**src/hw/rtl/e2r_fifo.sv**
```systemverilog
// ----------------------------------------------------------------------------
// e2r_fifo
// small synchronous queue with registered entries
// ----------------------------------------------------------------------------
module e2r_fifo #(
  parameter int WIDTH = 8,
  parameter int DEPTH = 2
) (
  input  logic             clk_i,
  input  logic             rst_ni,
  input  logic             push_i,
  input  logic [WIDTH-1:0] wdata_i,
  output logic             full_o,
  input  logic             pop_i,
  output logic [WIDTH-1:0] rdata_o,
  output logic             empty_o
);

  localparam int AW = (DEPTH > 1) ? $clog2(DEPTH) : 1;

  logic [WIDTH-1:0] mem_q [DEPTH];
  logic [AW:0]      wr_ptr_q, rd_ptr_q;

  assign full_o  = (wr_ptr_q[AW] != rd_ptr_q[AW]) && (wr_ptr_q[AW-1:0] == rd_ptr_q[AW-1:0]);
  assign empty_o = (wr_ptr_q == rd_ptr_q);
  assign rdata_o = mem_q[rd_ptr_q[AW-1:0]];

  always_ff @(posedge clk_i) begin
    if (push_i && !full_o) begin
      mem_q[wr_ptr_q[AW-1:0]] <= wdata_i;
    end
  end

  always_ff @(posedge clk_i or negedge rst_ni) begin
    if (!rst_ni) begin
      wr_ptr_q <= '0;
      rd_ptr_q <= '0;
    end else begin
      if (push_i && !full_o) wr_ptr_q <= wr_ptr_q + 1'b1;
      if (pop_i && !empty_o) rd_ptr_q <= rd_ptr_q + 1'b1;
    end
  end

endmodule

```
**config.mk**
```make
export PLATFORM = sky130hd
export DESIGN_NAME = e2r_fifo
export DESIGN_NICKNAME = d
export VERILOG_FILES = /design/src/hw/rtl/e2r_fifo.sv
export SDC_FILE = /design/constraint.sdc
export NUM_CORES = 1
export LEC_CHECK = 0
export ABC_CLOCK_PERIOD_IN_PS = 1800
export BUFFER_PORTS_ARGS = -buffer_cell sky130_fd_sc_hd__buf_2
export CAP_MARGIN = 20
export CORE_MARGIN = 2
export CORE_UTILIZATION = 45
export DETAILED_ROUTE_END_ITERATION = 12
export GPL_TIMING_DRIVEN = 0
export PLACE_DENSITY = 0.74
export SKIP_LAST_GASP = 1
export SLEW_MARGIN = 15
export SYNTH_ARGS = -nofsm -noshare
export SYNTH_HDL_FRONTEND = slang
export SYNTH_SLANG_ARGS = --single-unit
```
**constraint.sdc**
```tcl
create_clock -name clk_i -period 1.8 [get_ports clk_i]
set_input_delay 0.09 -clock clk_i [delete_from_list [all_inputs] [get_ports clk_i]]
set_output_delay 0.09 -clock clk_i [all_outputs]
set_load 0.05 [all_outputs]
```
==> flow_metrics.env <==
export IMPL_drt_pass1_iter_count=5
export IMPL_synth_edf_count=16
export IMPL_nets=101
export IMPL_drive_above_1_share_pct=45.5
export IMPL_cp_num_buf_inv=3
export IMPL_cpPeakStageDelay_ps=340
export IMPL_numCtsBuffers=3
export IMPL_num_antenna_cells=0
export IMPL_max_cap_violations=0
export IMPL_synth_top_area_share_pct=57.7
export IMPL_avgSynthCellArea_um2=15.4
export IMPL_finalCriticalPeriod_ps=1690
export IMPL_rrSetupSlack_ps=220
export IMPL_crit_family="buffers and inverters"
export IMPL_yosysMostFrequentCell="edfxtp_1"
export IMPL_hold_path_class="in -> reg"
export IMPL_synthArstFlopShare_pct=20.0
export IMPL_use_met2_pct=29.6
export IMPL_synth_cell_types=20
export IMPL_critical_path_depth=4
export IMPL_synth_nets=66
export IMPL_wl_per_cell_um=13.2
export IMPL_gp_congestion=0.712
export IMPL_cts_tree="yes"
export IMPL_synth_ff_type="edfxtp_1"
export IMPL_synthCells=54
export IMPL_stdcell_count=113
export IMPL_slew_violations=0
export IMPL_cts_root_buffer="clkbuf_4"
export IMPL_syn_cell_area_um2=833
export IMPL_crit_slowest_cell="dfrtp_1"
export IMPL_yosys_warnings=0
export IMPL_grt_pass1_vias=516
export IMPL_status="finished clean"
export IMPL_hold_path_end="rd_ptr_q[1]"
export IMPL_synthTopCellsByArea="edfxtp_1 (58%), mux2_2 (12%), dfrtp_1 (12%), nor2_1 (2.3%), xor2_2 (2.0%)"
export IMPL_crit_type="reg -> out"
export IMPL_vias_per_cell=4.82
export IMPL_clkLatencyLatePin_ps=290
export IMPL_finalSetupViolCount=0
export IMPL_htreeDepth=1
export IMPL_coreArea_um2=1730
export IMPL_hold_viol=0
export IMPL_grt_pass1_wl_mm=2.22
export IMPL_hpwl_um=994
export IMPL_yosysTopAreaCell="edfxtp_1"
export IMPL_grt_start_max_net_pins=13
export IMPL_clock_sinks=20
export IMPL_hold_depth=2
export IMPL_ys_seq_elements=20
export IMPL_crit_fanout=10
export IMPL_track_usage_pct=15.3
export IMPL_antenna_found_initial=0
export IMPL_syn_to_final_growth_pct=34.2
export IMPL_r2r_end="mem_q[0][6]"
export IMPL_met1_usage_pct=16.0
export IMPL_worst_pin_slew_ps=495
export IMPL_gr_usage_met3_pct=2.31
export IMPL_clock_skew_ps=1.08
export IMPL_ctsLongestPathBuffers=2
export IMPL_hold_path_startpoint="pop_i"
export IMPL_io_buffers=21
export IMPL_setup_tns_ps=0
export IMPL_antenna_left=0
export IMPL_synth_commonest_cells="edfxtp_1 (16), mux2_2 (9), nor2_1 (5)"
export IMPL_vias=545
export IMPL_drcViolationCount=0
export IMPL_required_ps=1710
export IMPL_yosysSeqAreaShare_pct=69.7
export IMPL_cp_end_kind="output pin"
export IMPL_start_kind="flop"
export IMPL_rsz0062_at_grt="false"
export IMPL_r2r_start="rd_ptr_q[1]"
export IMPL_slew_headroom_pct=67.0
export IMPL_path_clk_slew_ps=110
export IMPL_min_period_over_period_pct=93.7
export IMPL_drt_total_wl_mm=1.50
export IMPL_initial_core_util_pct=48.3
export IMPL_dp_cells=100
export IMPL_die_area_um2=2210
export IMPL_cpMostUsedCell="buf_2"
export IMPL_chipHeight_um=47.0
export IMPL_ioPinCount=22
export IMPL_overflow=0
export IMPL_rr_worst_depth=3
export IMPL_cp_cell_sequence="buf_2, buf_4, mux2_2, buf_2"
export IMPL_timing_fmax_mhz=593
export IMPL_num_rows=15
export IMPL_critPathArrivalTime_ps=1600
export IMPL_grt_busiest_layer="met2"
export IMPL_drt_iter0_markers=6
export IMPL_die_width_um=47.0
[worst reg2reg max path: cells and delay by family, from the launching register on]
family	cells	cell delay, ps
flip-flops	1	480
AND/OR/NAND/NOR	2	470
XOR/XNOR	1	300
[final cells by class]
| class | instances | area, um2 |
|---|---|---|
| Timing Repair Buffer | 30 | 195 |
| Tap cell | 25 | 31.3 |
| Buffer | 3 | 17.5 |
| Fill cell | 148 | 608 |
| Clock buffer | 3 | 22.5 |
| Clock inverter | 1 | 30.0 |
| Sequential cell | 20 | 581 |
| Multi-Input combinational cell | 31 | 241 |
[metrics by stage]
| step | setup slack, ps | instance area (um2) | util (%) | hold WS, ps |
|---|---|---|---|---|
| 2_1_floorplan | 233 | 833 | - | -206 |
| 3_3_place_gp | 58.5 | 970 | 56.2 | -101 |
| 3_5_place_dp | 62.8 | 970 | 56.2 | -95.7 |
| 4_1_cts | 20.6 | 1110 | 64.4 | 16.7 |
| 5_1_grt | 3.58 | 1120 | 64.8 | 28.6 |
| 6_report | 113 | 1120 | 64.8 | 21.9 |
[worst max path at each step]
stage / start / endpoint / slack, ps
final: rd_ptr_q[0] / rdata_o[6] / 110
after global routing: rd_ptr_q[0] / empty_o / 4
after CTS: rd_ptr_q[1] / mem_q[1][7] / 20
after detailed placement: rd_ptr_q[0] / mem_q[1][7] / 60
after global placement: rd_ptr_q[0] / mem_q[1][4] / 60
after floorplan: rd_ptr_q[0] / empty_o / 230
[routing by layer]
layer | share of wire (%) | up-vias
met3 | 4.7 | 2
met5 | 0 | -
li1 | - | 266
met2 | 56 | 20
met1 | 39 | 257
met4 | 0.80 | 0
[kinds of logic after synthesis]
group,synth area share [%]
flops,69.7
mux,13.4
simple gates,5.26
compound gates,5.56
xor+xnor,4.05
buf+inv,2.10
[flip-flops by register name (all words and copies together), names as in the netlist]
name / count
mem_q: 16
rd_ptr_q: 2
wr_ptr_q: 2
[repair_timing]
| item | CTS | global route |
|---|---|---|
| hold buffers | 9 | 0 |
| buffers inserted | 0 | 0 |
| setup endpoints to repair | 0 | 16 |
| resized for setup | 0 | 2 |
| endpoints found under the hold margin | 20 | 0 |
[layout by cell type (no fill, tap or decap), drive strengths merged, types with 3 or more instances in the layout]
cell type    Yosys  routed
dfrtp            4       4
edfxtp          16      16
buf              2      23
nor2             5       5
mux2             9       9
a21oi            3       3
clkbuf           1       4
dlygate4sd3      0       9
Power is not shown: default switching activity piles up to over one toggle a cycle in this logic, so the estimate is an artifact.
