==> src/hw/rtl/e2r_pkg.sv <==
// ----------------------------------------------------------------------------
// e2r_pkg
// shared types, fixed-point constants and the cordic arctangent table
// ----------------------------------------------------------------------------
package e2r_pkg;

  localparam int WORK_FRAC       = 30;
  localparam int ANGLE_FRAC_BITS = 13;
  localparam int ENTRY_FRAC_BITS = 14;
  localparam int CORDIC_STAGES   = 16;

  localparam int WORK_W = 32;  // q30 sine, cosine and residual angle
  localparam int WIDE_W = 34;  // q30 angle before clamping, entry sums

  localparam logic signed [WIDE_W-1:0] PI_Q30      = 34'sd3373259426;
  localparam logic signed [WIDE_W-1:0] HALF_PI_Q30 = 34'sd1686629713;
  localparam logic signed [WORK_W-1:0] GAIN_Q30    = 32'sd652032874;

  typedef struct packed {
    logic signed [15:0] angle_x;
    logic signed [15:0] angle_y;
    logic signed [15:0] angle_z;
  } in_item_t;

  typedef struct packed {
    logic signed [15:0] r00;
    logic signed [15:0] r01;
    logic signed [15:0] r02;
    logic signed [15:0] r10;
    logic signed [15:0] r11;
    logic signed [15:0] r12;
    logic signed [15:0] r20;
    logic signed [15:0] r21;
    logic signed [15:0] r22;
  } out_item_t;

  // folded angle, ready for the cordic
  typedef struct packed {
    logic signed [WORK_W-1:0] z;
    logic                     flip;
  } fold_t;

  typedef struct packed {
    logic  spatial;
    fold_t ax;
    fold_t ay;
    fold_t az;
  } prep_t;

  // q30 arctangent of 2^-i, rounded to nearest
  function automatic logic signed [WORK_W-1:0] atan_q30(input logic [4:0] i);
    logic signed [WORK_W-1:0] r;
    case (i)
      5'd0:    r = 32'sd843314857;
      5'd1:    r = 32'sd497837829;
      5'd2:    r = 32'sd263043837;
      5'd3:    r = 32'sd133525159;
      5'd4:    r = 32'sd67021687;
      5'd5:    r = 32'sd33543516;
      5'd6:    r = 32'sd16775851;
      5'd7:    r = 32'sd8388437;
      5'd8:    r = 32'sd4194283;
      5'd9:    r = 32'sd2097149;
      5'd31:   r = 32'sd0;
      default: r = 32'sd1 <<< (5'd30 - i);
    endcase
    return r;
  endfunction

endpackage

==> src/hw/rtl/e2r_front.sv <==
// ----------------------------------------------------------------------------
// e2r_front
// widens, clamps and quadrant-folds the three angles of a transaction
// ----------------------------------------------------------------------------
module e2r_front
  import e2r_pkg::*;
(
  input  in_item_t item_i,
  input  logic     spatial_i,
  output prep_t    prep_o
);

  function automatic fold_t fold(input logic signed [15:0] a);
    logic signed [WIDE_W-1:0] w;
    fold_t f;
    w = WIDE_W'(a) <<< (WORK_FRAC - ANGLE_FRAC_BITS);
    if (w > PI_Q30) w = PI_Q30;
    if (w < -PI_Q30) w = -PI_Q30;
    f.flip = 1'b0;
    if (w > HALF_PI_Q30) begin
      w = w - PI_Q30;
      f.flip = 1'b1;
    end else if (w < -HALF_PI_Q30) begin
      w = w + PI_Q30;
      f.flip = 1'b1;
    end
    f.z = w[WORK_W-1:0];
    return f;
  endfunction

  always_comb begin
    prep_o.spatial = spatial_i;
    prep_o.ax      = fold(item_i.angle_x);
    prep_o.ay      = fold(item_i.angle_y);
    prep_o.az      = fold(item_i.angle_z);
  end

endmodule

==> config.mk <==
export PLATFORM = sky130hd
export DESIGN_NAME = e2r_front
export DESIGN_NICKNAME = d
export VERILOG_FILES = /design/src/hw/rtl/e2r_pkg.sv /design/src/hw/rtl/e2r_front.sv
export SDC_FILE = /design/constraint.sdc
export NUM_CORES = 1
export LEC_CHECK = 0
export BUFFER_PORTS_ARGS = -buffer_cell sky130_fd_sc_hd__clkbuf_2
export CAP_MARGIN = 20
export CORE_MARGIN = 1
export CORE_UTILIZATION = 51
export DETAILED_ROUTE_END_ITERATION = 10
export PLACE_DENSITY = 0.93
export SLEW_MARGIN = 10
export SYNTH_ARGS = -nofsm -noshare
export SYNTH_HDL_FRONTEND = slang
export SYNTH_SLANG_ARGS = --single-unit
==> constraint.sdc <==
create_clock -name vclk -period 5.8
set_input_delay 0.29 -clock vclk [all_inputs]
set_output_delay 0.29 -clock vclk [all_outputs]
set_load 0.005 [all_outputs]
==> results.py <==
metrics = {
    "status": {
        "status": "finished, final reports clean",
    },
    "sta": {
        "tightest_slew_ns": 0.662,
        "final.min_clock_period_ns": 5.64,
        "hold_viol_final": 0,
        "max_clock_freq_mhz": 177,
        "drv_slew": 0,
        "setup_viol": 0,
        "post-route-period-util_pct": 97.3,
        "max_slew_margin_pct": 55.3,
    },
    "pwr": {
        "p_int_mw": 0.290,
        "p_leak_nw": 1.73,
        "comb_power_share_pct": 100.0,
        "powerDensity_nw_per_um2": 169,
        "total_power_mw": 0.677,
        "swShare_pct": 57.2,
        "power_frac_seq_pct": 0,
        "clkPwrFrac_pct": 0,
        "p_switching_mw": 0.387,
        "peakVddDrop_mv": 0.108,
    },
    "cells_and_area": {
        "area_growth_pct": 18.8,
        "drive_gt1_share_pct": 33.1,
        "finalNetCount": 686,
        "final_cells": 706,
        "seq_area_um2": 0,
        "layout_common_cells": "clkbuf_2, nor2_1, o21ai_0",
        "n_antenna_cell": 0,
        "nClkBuffers": 0,
        "layout_commonest_cell": "clkbuf_2",
        "seq_cells": 0,
        "final_util_pct": 62.8,
    },
    "grt": {
        "grt_max_degree": 29,
        "grt.total_usage_pct": 31.1,
        "global_route.overflow_total": 0,
        "grt_pass1_wl_mm": 19.0,
        "antenna_found_initial": 0,
        "grt_pass1_vias": 4365,
    },
    "placed_design": {
        "gp_congestion": 1.02,
        "dp_cells": 701,
        "port_buffers": 144,
        "hpwl_mm": 8.93,
    },
    "logic_synthesis": {
        "synth_area_um2": 3370,
        "seq_area_frac_synth_pct": 0,
        "syn_area_per_cell_um2": 6.31,
        "synth_top_area_share_pct": 7.34,
        "ys_types": 87,
        "netlist_instances": 535,
        "synth_area_leaders": "buf_4, nor2_1, o21ai_0, a21oi_1, a211oi_1",
        "ys_warn_count": 0,
        "synth_top_area_cell": "buf_4",
    },
    "setup_path": {
        "crit_path_end_kind": "primary output",
        "cp.required_ns": 5.51,
        "path_cells": "clkbuf_2 -> or4_1 -> a211oi_1 -> o21ai_0 -> a31o_2 -> ha_1 -> nor2b_2 -> nand3_1 -> a21oi_1 -> o211ai_1 -> a21o_1 -> ha_1 -> buf_4 -> or2_2 -> nor2_2 -> a41oi_2 -> buf_4 -> nor2_1 -> mux2_2 -> a221oi_1 -> clkbuf_2",
        "arrival_ns": 5.35,
        "cpMaxStageDelayCell": "or4_1",
        "crit_type": "input pin to primary output",
        "crit_fanout": 18,
        "startpoint_type": "input pin",
        "slowest_delay_ns": 0.59,
    },
    "floorplanning": {
        "core_area_um2": 6390,
        "die_y_um": 83.3,
        "pin_count": 149,
        "dieArea_um2": 6950,
        "fp-row-count": 29,
        "start_util_pct": 52.8,
        "die_w_um": 83.3,
    },
    "min_path": {
        "hp-class": "input pin to primary output",
    },
    "run": {
        "maxCapViolations": 0,
    },
    "clocking": {
        "ctsHoldBuffers": 0,
    },
    "route": {
        "wl_mm": 11.9,
        "drc_errors": 0,
        "drt_pass1_iterations": 5,
        "ant_nets": 0,
        "vias_per_cell": 6.89,
        "wl_per_cell_um": 16.8,
        "vias": 4865,
        "drtIter0Drc": 426,
    },
}
-- power by group through the flow --
stage | clock, mW | sequential [mW] | combinational, mW
floorplan | 0 | 0 | 0.447
global placement | 0 | 0 | 0.624
detailed placement | 0 | 0 | 0.645
CTS | 0 | 0 | 0.648
global route | 0 | 0 | 0.734
finish | 0 | 0 | 0.677
-- what timing repair did --
item / CTS / global route
resized for setup: 1 / 17
endpoints found under the setup margin: 3 / 65
setup buffers: 0 / 5
pin swaps: 0 / 3
-- final cells by class --
| type | instances | area, um2 |
|---|---|---|
| Fill cell | 567 | 2380 |
| Inverter | 16 | 60.1 |
| Multi-Input combinational cell | 442 | 2930 |
| Tap cell | 77 | 96.3 |
| Timing Repair Buffer | 171 | 921 |
-- worst max-delay path, delay by kind of cell --
family	cells	cell delay [ns]
buf+inv	4	0.73
mux	1	0.35
fa+ha+maj	2	0.63
compound gates	8	1.61
simple gates	6	1.72
-- final timing paths --
| kind | from | to | slack (ns) | cells past startpoint |
|---|---|---|---|---|
| setup / recovery | item_i[20] | prep_o[63] | 0.16 | 21 |
| hold / removal | spatial_i | prep_o[99] | 0.58 | 0 |
-- per-stage QoR --
| stage | TNS [ns] | instance area [um2] | worst slack [ns] | hold slack, ns |
|---|---|---|---|---|
| 2_1_floorplan | 0 | 3380 | 0.305 | 0.661 |
| 3_3_place_gp | 0 | 3910 | 0.231 | 0.580 |
| 3_5_place_dp | -0.0212 | 3910 | -0.0188 | 0.580 |
| 4_1_cts | -0.0109 | 3910 | -0.0109 | 0.580 |
| 5_1_grt | -0.178 | 4010 | -0.107 | 0.580 |
| 6_report | 0 | 4010 | 0.158 | 0.580 |
-- logic make-up (layout without fill, tap and decap cells) --
logic type               count (synthesis)  count (layout)  synth area share [%]
AND/OR/NAND/NOR                        219             219                  35.1
XOR/XNOR                                11              11                  2.85
AO/OA/AOI/OAI                          200             200                  43.5
adder cells (fa/ha/maj)                  6               6                  2.22
multiplexers                             3               3                 0.964
other                                    1               3                 0.111
buffers and inverters                   95             187                  15.2
-- Yosys cell counts (6+ instances only) --
cell type / number
xnor2_1: 7
a211oi_1: 17
nor3_1: 19
o21ai_0: 39
o31ai_1: 6
a31oi_1: 11
ha_1: 6
nor2_1: 61
buf_2: 14
o22ai_1: 7
o41ai_1: 6
nor4_1: 7
clkbuf_1: 29
nand3_1: 11
o211ai_1: 9
a21oi_1: 31
inv_1: 15
a21o_1: 6
or3_1: 12
buf_4: 33
and3_1: 7
nor2b_1: 13
nand2_1: 32
nand2b_1: 11
-- layer usage --
layer  track usage [%]  up-vias  share of wire, %
met1              36.8     2195                36
li1                  -     2214                 -
met4              15.4        0               4.6
met3              3.38       82                10
met5                 0        -                 0
met2              55.5      374                49
(Power assumes the default switching activity.)
